===== config.mk =====
export PLATFORM = sky130hd
export DESIGN_NAME = free_list_slab_allocator
export DESIGN_NICKNAME = d
export VERILOG_FILES = /design/src/hw/rtl/fls_pkg.sv /design/src/hw/rtl/fls_slot_table.sv /design/src/hw/rtl/free_list_slab_allocator.sv
export SDC_FILE = /design/constraint.sdc
export NUM_CORES = 1
export LEC_CHECK = 0
export BUFFER_PORTS_ARGS = -buffer_cell sky130_fd_sc_hd__buf_2
export CORE_MARGIN = 10
export CORE_UTILIZATION = 55
export DETAILED_ROUTE_END_ITERATION = 12
export PLACE_DENSITY = 0.73
export SYNTH_ARGS = -nofsm -noshare
export SYNTH_HDL_FRONTEND = slang
export SYNTH_HIERARCHICAL = 1
export SYNTH_SLANG_ARGS = --single-unit
export TNS_END_PERCENT = 1

===== constraint.sdc =====
create_clock -name clock -period 5.59 [get_ports clock]
set_input_delay 0.2795 -clock clock [delete_from_list [all_inputs] [get_ports clock]]
set_output_delay 0.2795 -clock clock [all_outputs]
set_load 0.1 [all_outputs]

===== src/hw/rtl/fls_pkg.sv =====
// fls_pkg: shared types and codes for the free list slab allocator
// no dependencies; imported by free_list_slab_allocator

package fls_pkg;

   typedef enum logic [1:0] {
      ST_OK          = 2'd0,
      ST_EMPTY       = 2'd1,
      ST_DISABLED    = 2'd2,
      ST_DOUBLE_FREE = 2'd3
   } status_type;

   typedef enum logic {
      CMD_ALLOC = 1'b0,
      CMD_FREE  = 1'b1
   } command_type;

   typedef enum logic {
      S_IDLE = 1'b0,
      S_EXEC = 1'b1
   } state_type;

   localparam int SLAB_INDEX_W = 4;
   localparam int DATA_W       = 8;

endpackage


===== src/hw/rtl/fls_slot_table.sv =====
// fls_slot_table: per-slot memory of {in_use, next_link} with a fresh-region watermark
// slots at or above the watermark read as a freshly built list; no package dependency

module fls_slot_table #(
   parameter int SLAB_COUNT = 16
) (
   input  logic                             clock,
   input  logic                             reset,
   input  logic                             clear,
   input  logic                             rd_en,
   input  logic [$clog2(SLAB_COUNT)-1:0]    rd_addr,
   input  logic [$clog2(SLAB_COUNT)-1:0]    addr,
   input  logic                             wr_en,
   input  logic                             wr_in_use,
   input  logic [$clog2(SLAB_COUNT+1)-1:0]  wr_link,
   output logic                             slot_in_use,
   output logic [$clog2(SLAB_COUNT+1)-1:0]  slot_link
);

   localparam int LINK_W = $clog2(SLAB_COUNT + 1);

   logic [LINK_W:0]   slot_mem [SLAB_COUNT];
   logic [LINK_W:0]   rd_data_ff;
   logic [LINK_W-1:0] wm_ff;
   logic [LINK_W-1:0] wm_in;
   logic [LINK_W-1:0] addr_link;
   logic              fresh;

   assign addr_link = LINK_W'(addr);
   assign fresh     = (addr_link >= wm_ff);

   // never-written slots: link to the next slot, not in use
   assign slot_in_use = !fresh && rd_data_ff[LINK_W];
   assign slot_link   = fresh ? (addr_link + LINK_W'(1)) : rd_data_ff[LINK_W-1:0];

   always_ff @(posedge clock) begin
      if (wr_en) begin
         slot_mem[addr] <= {wr_in_use, wr_link};
      end
      if (rd_en) begin
         rd_data_ff <= slot_mem[rd_addr];
      end
   end

   always_comb begin
      wm_in = wm_ff;
      if (clear) begin
         wm_in = '0;
      end else if (wr_en && wr_in_use && fresh) begin
         wm_in = wm_ff + LINK_W'(1);
      end
   end

   always_ff @(posedge clock) begin
      if (reset) begin
         wm_ff <= '0;
      end else begin
         wm_ff <= wm_in;
      end
   end

endmodule


===== src/hw/rtl/free_list_slab_allocator.sv =====
// Slab slot allocator on a last-in-first-out linked free list. Each accepted request
// first reads the slot entry from the slot memory, then updates head and writes the
// entry back; no new request is taken until the current one is through, and a stalled
// response holds it; a finished response waits in an output register while the next request is
// taken. Writing pool_enable 0 rebuilds the list at once through a fill watermark, so
// there is no clearing pass after reset or disable.
// Depends on fls_pkg and fls_slot_table.

module free_list_slab_allocator
   import fls_pkg::*;
#(
   parameter int SLAB_COUNT = 16
) (
   input  logic              clock,
   input  logic              reset,
   // pool_enable register
   input  logic              csr_valid,
   output logic              csr_ready,
   input  logic              csr_data,
   // request
   input  logic              req_tvalid,
   output logic              req_tready,
   input  logic [DATA_W-1:0] req_tdata,   // [3:0] slab_index, [7:4] zero
   input  logic              req_tuser,   // [0] command
   // response
   output logic              rsp_tvalid,
   input  logic              rsp_tready,
   output logic [DATA_W-1:0] rsp_tdata,   // [3:0] granted_index, [7:4] zero
   output logic [1:0]        rsp_tuser    // [1:0] status
);

   localparam int IDX_W  = $clog2(SLAB_COUNT);
   localparam int LINK_W = $clog2(SLAB_COUNT + 1);
   localparam int AW     = (IDX_W > SLAB_INDEX_W) ? IDX_W : SLAB_INDEX_W;

   state_type         state_ff, state_in;
   logic              enable_ff, enable_in;
   logic [LINK_W-1:0] head_ff, head_in;
   command_type       cmd_ff;
   logic              slot_bad_ff;
   logic [IDX_W-1:0]  addr_ff, rd_addr;
   logic              rsp_valid_ff, rsp_valid_in;
   status_type        rsp_status_ff, rsp_status_in;
   logic [SLAB_INDEX_W-1:0] rsp_grant_ff, rsp_grant_in;

   logic              req_fire, csr_fire, done, empty;
   logic [AW-1:0]     slot_ext, addr_ext;
   logic              slot_bad;
   logic              wr_en, wr_in_use;
   logic [LINK_W-1:0] wr_link;
   logic              slot_in_use;
   logic [LINK_W-1:0] slot_link;

   assign req_tready = (state_ff == S_IDLE);
   assign csr_ready  = (state_ff == S_IDLE);
   assign req_fire   = req_tvalid && req_tready;
   assign csr_fire   = csr_valid && csr_ready;

   assign slot_ext = AW'(req_tdata[SLAB_INDEX_W-1:0]);
   assign slot_bad = (32'(req_tdata[SLAB_INDEX_W-1:0]) >= SLAB_COUNT);
   assign rd_addr  = (command_type'(req_tuser) == CMD_FREE) ? slot_ext[IDX_W-1:0]
                                                           : head_ff[IDX_W-1:0];
   assign addr_ext = AW'(addr_ff);
   assign empty    = (head_ff == LINK_W'(SLAB_COUNT));
   assign done     = (state_ff == S_EXEC) && (!rsp_valid_ff || rsp_tready);

   fls_slot_table #(
      .SLAB_COUNT (SLAB_COUNT)
   ) u_table (
      .clock       (clock),
      .reset       (reset),
      .clear       (csr_fire && !csr_data),
      .rd_en       (req_fire),
      .rd_addr     (rd_addr),
      .addr        (addr_ff),
      .wr_en       (wr_en),
      .wr_in_use   (wr_in_use),
      .wr_link     (wr_link),
      .slot_in_use (slot_in_use),
      .slot_link   (slot_link)
   );

   always_comb begin
      state_in      = state_ff;
      enable_in     = enable_ff;
      head_in       = head_ff;
      rsp_valid_in  = rsp_valid_ff && !rsp_tready;
      rsp_status_in = rsp_status_ff;
      rsp_grant_in  = rsp_grant_ff;
      wr_en         = 1'b0;
      wr_in_use     = (cmd_ff == CMD_ALLOC);
      wr_link       = (cmd_ff == CMD_ALLOC) ? slot_link : head_ff;

      if (csr_fire) begin
         enable_in = csr_data;
         if (!csr_data) begin
            head_in = '0;
         end
      end

      unique case (state_ff)
         S_IDLE: begin
            if (req_fire) begin
               state_in = S_EXEC;
            end
         end
         S_EXEC: begin
            if (done) begin
               state_in      = S_IDLE;
               rsp_valid_in  = 1'b1;
               rsp_grant_in  = '0;
               if (!enable_ff) begin
                  rsp_status_in = ST_DISABLED;
               end else if (cmd_ff == CMD_ALLOC) begin
                  if (empty) begin
                     rsp_status_in = ST_EMPTY;
                  end else begin
                     rsp_status_in = ST_OK;
                     rsp_grant_in  = addr_ext[SLAB_INDEX_W-1:0];
                     head_in       = slot_link;
                     wr_en         = 1'b1;
                  end
               end else begin
                  if (slot_bad_ff || !slot_in_use) begin
                     rsp_status_in = ST_DOUBLE_FREE;
                  end else begin
                     rsp_status_in = ST_OK;
                     head_in       = LINK_W'(addr_ff);
                     wr_en         = 1'b1;
                  end
               end
            end
         end
         default: state_in = S_IDLE;
      endcase
   end

   always_ff @(posedge clock) begin
      if (reset) begin
         state_ff     <= S_IDLE;
         enable_ff    <= 1'b0;
         head_ff      <= '0;
         rsp_valid_ff <= 1'b0;
      end else begin
         state_ff     <= state_in;
         enable_ff    <= enable_in;
         head_ff      <= head_in;
         rsp_valid_ff <= rsp_valid_in;
      end
   end

   always_ff @(posedge clock) begin
      if (req_fire) begin
         cmd_ff      <= command_type'(req_tuser);
         slot_bad_ff <= slot_bad;
         addr_ff     <= rd_addr;
      end
      rsp_status_ff <= rsp_status_in;
      rsp_grant_ff  <= rsp_grant_in;
   end

   assign rsp_tvalid = rsp_valid_ff;
   assign rsp_tdata  = {{(DATA_W - SLAB_INDEX_W){1'b0}}, rsp_grant_ff};
   assign rsp_tuser  = rsp_status_ff;

`ifndef NO_ASSERTIONS
   // head is a slot or the null link
   a_head_range: assert property (@(posedge clock) disable iff (reset)
      head_ff <= LINK_W'(SLAB_COUNT))
      else $error("head beyond null link");

   // only a granted allocate carries a nonzero index
   a_grant_zero: assert property (@(posedge clock) disable iff (reset)
      rsp_tvalid && (rsp_tuser != ST_OK) |-> (rsp_tdata == '0))
      else $error("nonzero index on failed request");

   // one request in flight: no transfer in the cycle after one is taken
   a_one_in_flight: assert property (@(posedge clock) disable iff (reset)
      req_fire |=> !req_tready)
      else $error("request taken while busy");

   // a refused pool leaves head at slot 0
   a_disabled_head: assert property (@(posedge clock) disable iff (reset)
      !enable_ff && !$past(enable_ff) |-> (head_ff == '0))
      else $error("head moved while pool disabled");
`endif

endmodule

==> results by group, run 1 <==
Setup path
  – R2R Setup Slk: 1.47 ns
  – CP startpoint kind: register
  – CP Cell Sequence: ha_1 -> nor3_1 -> or3_1 -> nor2_1 -> nor2b_1 -> nand2b_1 -> and4_1 -> and2_1 -> nand2_1 -> nor3_1
  – Reg2reg end: u_table/slot_mem[2][1]
  – Critical setup path kind: register to register
  – Buf/Inv on CP: 0
  – Reg2Reg Depth: 10
  – Worst setup EP type: register
  – Critical Path Max Stage Delay: 0.77 ns
  – Cell mode on critical path: nor3_1
  – WP data arrival: 4.25 ns
  – CP delay by family, top: simple AND/OR/NAND/NOR gates
  – Critical path data required time: 5.72 ns
  – Crit-path slowest cell: nor3_1
  – Critical path peak fanout: 13
  – Launch point of the worst reg-to-reg path: addr_ext[2]

Pwr
  – PD cells: 377.8 mW/mm2
  – Lkg Pwr: 2.093 nW
  – Sw Ratio: 23.34%
  – Combinational power share: 7.6%
  – Clock power frac: 46.8%
  – Cell-internal power: 1.787 mW
  – Flop pwr share: 45.6%
  – Peak VDD IR: 0.0002034 V
  – Total Power: 2.331 mW
  – Switching pwr: 0.5441 mW

Place
  – Final HPWL DP: 6620 um
  – RD Place Congestion: 0.7993
  – Post-Place Cell Area: 0.005573 mm2
  – Worst slack at placement: 1.523 ns
  – Port Buffers: 19

Clock network
  – Clk_lat worst skew: 0.51 ns
  – Clk sinks: 126
  – Setup Fix Bufs, Post-CTS: 0
  – CTS tree: done
  – H-tree Lvls: 4
  – Root Driver: clkbuf_8
  – Resized Gates After CTS: 0
  – CTS Hold Bufs: 0
  – TritonCTS buffer count: 17
  – Max Root-Sink Buffers: 2
  – CTS clk-pin slew, worst paths: 0.06 ns

Cells and area
  – Nets: 379
  – Design Area, Final: 0.006171 mm2
  – # diodes: 0
  – Area grow syn2layout: 14.67%
  – Layout cells sized above 1: 26.36%
  – FILL cells: 688

Synthesis
  – Register area share after synthesis: 67.89%
  – Syn Std Cell Area: 0.005381 mm2
  – Cells after Synth: 330
  – Netlist cell types: 46
  – Yosys top cell area share: 63.06%
  – Mapped Avg Cell Area: 16.31 um2
  – Yosys top cell by area: edfxtp_1
  – Synth cell count leaders: edfxtp_1 (113), mux4_2 (24), nand2_1 (20)
  – Dominant cells by area after synthesis: edfxtp_1 (63%), mux4_2 (10%), dfxtp_1 (4.8%)
  – Ys Warns: 6
  – Most frequent cell after synthesis: edfxtp_1
  – Commonest register cell after synthesis: edfxtp_1
  – Fraction of registers with async set or reset after synthesis: 0%
  – Register bit total from synthesis: 126
  – EDFF count, synth: 113

Routing
  – DRT iter0 DRCs: 310
  – WL final: 10600 um
  – First drt pass iteration count: 4
  – Routed vias: 2968
  – Vias per inst: 5.924
  – Final ANT Viol Nets: 0
  – Wire per inst: 21.16 um
  – DRC: 0

Floorplan
  – Initial Util: 55.83%
  – Die ar.: 0.01414 mm2
  – Die Y: 118.9 um
  – Row cnt: 36
  – Chip width: 118.9 um
  – Core Region: 0.009639 mm2
  – Ports: 28

Global route
  – Vias in the first global route: 2948
  – Total track usage: 15.30%
  – Largest net degree at the start of global routing: 26
  – Global route overflow: 0
  – First-pass GRT wire length: 16640 um
  – Initial antenna violation count: 0

Timing
  – Setup TNS: 0 ns
  – Period utilisation layout: 73.70%
  – WHS: 0.03172 ns
  – Hold Vio Cnt, Final: 0
  – Final setup vio count: 0
  – RSZ-0062 raised after global routing: false
  – Worst slew margin: 30.04%
  – FMAX: 242.7 MHz
  – Final Max Tran Viols: 0
  – Least-Margin Pin Slew: 1.047 ns
  – Min cycle time layout: 4.120 ns
  – Final setup margin: 1.470 ns
  – Clock Skew: 0.006923 ns

Hold path
  – Hold depth: 1
  – Hold path startpoint: req_tuser
  – WHS Endpoint: cmd_ff
  – Min-delay worst type: input port to register

Run
  – Max Cap Viol: 0

Status
  – Status: completed
## through the flow
| stage | utilization (%) | std cells |
|---|---|---|
| floorplan | - | 333 |
| CTS | 64.02 | 501 |
| global route | 64.02 | 501 |
| global placement | 57.81 | 469 |
| detailed placement | 57.81 | 469 |
| finish | 64.02 | 501 |
## power groups by stage
| stage | logic, mW | registers [mW] | clock network (mW) |
|---|---|---|---|
| after detailed placement | 0.176 | 1.08 | 0 |
| after global placement | 0.174 | 1.08 | 0 |
| after floorplan | 0.119 | 1.10 | 0 |
| after global routing | 0.191 | 1.06 | 1.15 |
| final | 0.178 | 1.06 | 1.09 |
| after CTS | 0.178 | 1.06 | 1.11 |
## cell type report
cell class	instances	area [um2]	area share, %
flip-flops and latches	126	3654	59.21
multi-input cells	180	1613	26.14
clock buffers	17	414.1	6.711
clock inverters	15	183.9	2.981
well taps	133	166.4	2.697
repair buffers	20	102.6	1.663
inverters	10	37.54	0.6083
## cell families (layout without fill, tap and decap cells)
| logic type | after synthesis | in the layout | synth area share [%] |
|---|---|---|---|
| AO/OA/AOI/OAI | 40 | 40 | 5.603 |
| XOR/XNOR | 2 | 2 | 0.3256 |
| adder cells (fa/ha/maj) | 9 | 9 | 2.093 |
| buffers and inverters | 27 | 62 | 2.348 |
| flip-flops | 126 | 126 | 67.89 |
| multiplexers | 37 | 37 | 12.74 |
| other | 1 | 4 | 0.06968 |
| AND/OR/NAND/NOR | 88 | 88 | 8.928 |
## worst max-delay path by stage
stage	from	cells after the start	endpoint	slack, ns
CTS	addr_ext[2]	10	u_table/slot_mem[2][1]	1.51
detailed placement	addr_ext[2]	10	u_table/slot_mem[1][4]	1.52
global route	addr_ext[2]	10	u_table/slot_mem[3][1]	1.24
global placement	addr_ext[3]	10	u_table/slot_mem[3][4]	1.67
floorplan	addr_ext[0]	11	u_table/slot_mem[0][0]	2.55
finish	addr_ext[2]	10	u_table/slot_mem[2][1]	1.47
## layout by cell type, fill, tap and decap left out, types with 2 or more instances in the layout
cell        netlist  routed
bufinv_16         0       3
clkinv_4          0       4
ha_1              9       9
o31ai_1           4       4
clkbuf_16         0      16
nand3_1           3       3
nand4bb_1         3       3
buf_2             5      19
nor2_1           19      19
mux2_2           12      12
a21oi_1           2       2
conb_1            1       4
a31oi_1           2       2
and2_1            4       4
inv_6             0       4
a22oi_1          12      12
and3_1            8       8
mux4_2           24      24
or4_1             3       3
nand2_1          20      20
dfxtp_1          13      13
nor2b_1           7       7
clkinvlp_4        0       2
o21ai_0           3       3
o22ai_1           3       3
inv_1            10      10
nor3_1           10      10
a21oi_2           4       4
a21boi_1          3       3
edfxtp_1        113     113
nand2b_1          4       4
## layer usage
| layer | global-route usage (%) | routed length, um | share of wire (%) |
|---|---|---|---|
| met5 | 0 | 0 | 0 |
| met4 | 6.183 | 248 | 2.3 |
| met3 | 4.157 | 841 | 7.9 |
| met2 | 23.82 | 5244 | 49 |
| met1 | 20.04 | 4267 | 40 |
## sequential cells by signal (all words and copies together) (netlist names)
register            flops
u_table/wm_ff           5
cmd_ff                  1
state_ff                1
rsp_grant_ff            4
addr_ext                4
rsp_tuser               2
u_table/rd_data_ff      6
u_table/slot_mem       96
head_ff                 5
rsp_tvalid              1
enable_ff               1
Note: power is estimated with default switching activity, not from simulation.
==> run 2: changes to the inputs <==
==> constraint.sdc (replaced) <==
create_clock -name clock -period 4.02 [get_ports clock]
set_input_delay 0.201 -clock clock [delete_from_list [all_inputs] [get_ports clock]]
set_output_delay 0.201 -clock clock [all_outputs]
set_load 0.1 [all_outputs]
==> run 2 against run 1 <==
Effect of this change: critical endpoint is now u_table/slot_mem[1][4]; power up 36%; first-iteration DRC count down 29%; setup slack worse by 0.98 ns; die area unchanged; routed wire length down 0.35%; count of clock-buffer cells in the layout unchanged; critical path depth up 1; core utilization up 1.5 points; combinational power up 47%; register-to-register slack worse by 0.98 ns.
==> results by group, run 2 (same netlist as run 1, synthesis figures left out) <==
Place
  – RD Place Congestion: 0.8363
  – Post-Place Cell Area: 0.005715 mm2
  – Port Buffers: 19
  – Placed cells: 488
  – Final HPWL DP: 6781 um

Clock network
  – Resized Gates After CTS: 0
  – Root Driver: clkbuf_8
  – CTS Hold Bufs: 5
  – H-tree Lvls: 4
  – CTS tree: done
  – TritonCTS buffer count: 17
  – Max Root-Sink Buffers: 2
  – Clk_lat worst skew: 0.52 ns
  – CTS clk-pin slew, worst paths: 0.06 ns
  – Setup Fix Bufs, Post-CTS: 0
  – Clk sinks: 126

Status
  – Status: completed

Timing
  – Min cycle time layout: 3.534 ns
  – Final setup vio count: 0
  – Final Max Tran Viols: 0
  – FMAX: 283.0 MHz
  – Worst slew margin: 32.69%
  – Least-Margin Pin Slew: 1.002 ns
  – Hold Vio Cnt, Final: 0
  – Period utilisation layout: 87.90%
  – Setup TNS: 0 ns
  – RSZ-0062 raised after global routing: false
  – Clock Skew: 0.01396 ns

Setup path
  – Cell mode on critical path: nor2b_1
  – Critical setup path kind: register to register
  – Levels on crit path: 11
  – Buf/Inv on CP: 1
  – WP data arrival: 3.67 ns
  – Critical path data required time: 4.15 ns
  – Crit-path slowest cell: nor3_1
  – CP startpoint kind: register
  – Critical path peak fanout: 9
  – Worst setup EP type: register
  – Critical Path Max Stage Delay: 0.76 ns
  – CP delay by family, top: simple AND/OR/NAND/NOR gates
  – CP Cell Sequence: inv_1 -> ha_1 -> nor2b_1 -> o21a_1 -> nor2_1 -> nor2b_1 -> nand2b_1 -> and4_1 -> and2_1 -> nand2_1 -> nor3_1
  – Reg2Reg Depth: 11

Global route
  – Initial antenna violation count: 0
  – Global route overflow: 0
  – Vias in the first global route: 3114
  – Met1 global-route usage: 19.03%
  – Largest net degree at the start of global routing: 26
  – Total track usage: 15.51%
  – Met2 Use GR: 25.42%
  – First-pass GRT wire length: 16840 um
  – GR peak layer: met2
  – Met3 Use GR: 5.102%

Floorplan
  – Initial Util: 55.83%
  – Ports: 28
  – Die Y: 118.9 um
  – Die ar.: 0.01414 mm2
  – Row cnt: 36
  – Chip width: 118.9 um
  – Core Region: 0.009639 mm2

Cells and area
  – # diodes: 0
  – Max reg flops: 96
  – Commonest non-fill, non-tap cells in the layout: edfxtp_1 (113), mux4_2 (24), nand2_1 (20), buf_4 (20)
  – Area grow syn2layout: 17.44%
  – Layout cells sized above 1: 29.23%
  – Design Area, Final: 0.006320 mm2
  – Nets: 403
  – Commonest non-fill, non-tap cell in the layout: edfxtp_1
  – Final Instance Count excl. Fillers: 523
  – Top Registers: u_table/slot_mem x96, u_table/rd_data_ff x6
  – Util after Layout: 65.56%
  – Largest reg by FF count: u_table/slot_mem

Hold path
  – Min-delay worst type: input port to register
  – Hold depth: 3

Routing
  – Routed vias: 2940
  – WL final: 10560 um
  – Vias per inst: 5.621
  – Wire per inst: 20.20 um
  – DRT iter0 DRCs: 221
  – Final ANT Viol Nets: 0
  – DRC: 0
  – First drt pass iteration count: 5

Pwr
  – Lkg Pwr: 2.189 nW
  – Total Power: 3.159 mW
  – Peak VDD IR: 0.0003269 V
  – PD cells: 499.9 mW/mm2

Run
  – Max Cap Viol: 0
[run 2: cell types whose count changed in the layout (fill, tap and decap cells not counted)]
cell,change
buf_4,+19
clkinv_2,+1
clkinvlp_4,+1
dlygate4sd3_1,+5
clkinv_4,-3
bufinv_16,-1
[run 2: worst paths after layout]
| path | from | endpoint | slack, ns |
|---|---|---|---|
| hold reg to reg | u_table/wm_ff[3] | u_table/wm_ff[3] | 0.48 |
| setup / recovery | addr_ext[0] | u_table/slot_mem[1][4] | 0.49 |
| setup reg to reg | addr_ext[0] | u_table/slot_mem[1][4] | 0.49 |
| hold / removal | rsp_tready | rsp_tvalid | 0.03 |
[run 2: worst min-delay path, stage by stage]
cell	delay, ns
buf_2	0.07
nand2b_1	0.15
a21oi_1	0.08
[run 2: layout make-up]
type	instances	area, um2
well taps	133	166.4
inverters	10	37.54
clock buffers	17	414.1
clock inverters	13	140.1
fillers	694	3319
repair buffers	44	295.3
multi-input cells	180	1613
flip-flops and latches	126	3654
[run 2: per-stage QoR]
stage	setup slack, ns	hold WS (ns)
5_1_grt	0.1471	0.06306
3_5_place_dp	0.5154	0.4543
3_3_place_gp	0.5880	0.4530
2_1_floorplan	0.9765	0.2778
4_1_cts	0.4477	0.008126
6_report	0.4864	0.03212
[run 2: layer usage]
metal / vias to the layer above / part of all wire [%]
met3: 11 / 6.2
met2: 80 / 51
met4: 0 / 1.1
met5: - / 0
li1: 1387 / -
met1: 1462 / 42
[run 2: where the power goes]
part | internal (mW) | switching, mW | total [mW]
sequential | 1.46 | 0.0116 | 1.47
combinational | 0.0818 | 0.179 | 0.261
clock | 0.877 | 0.548 | 1.42
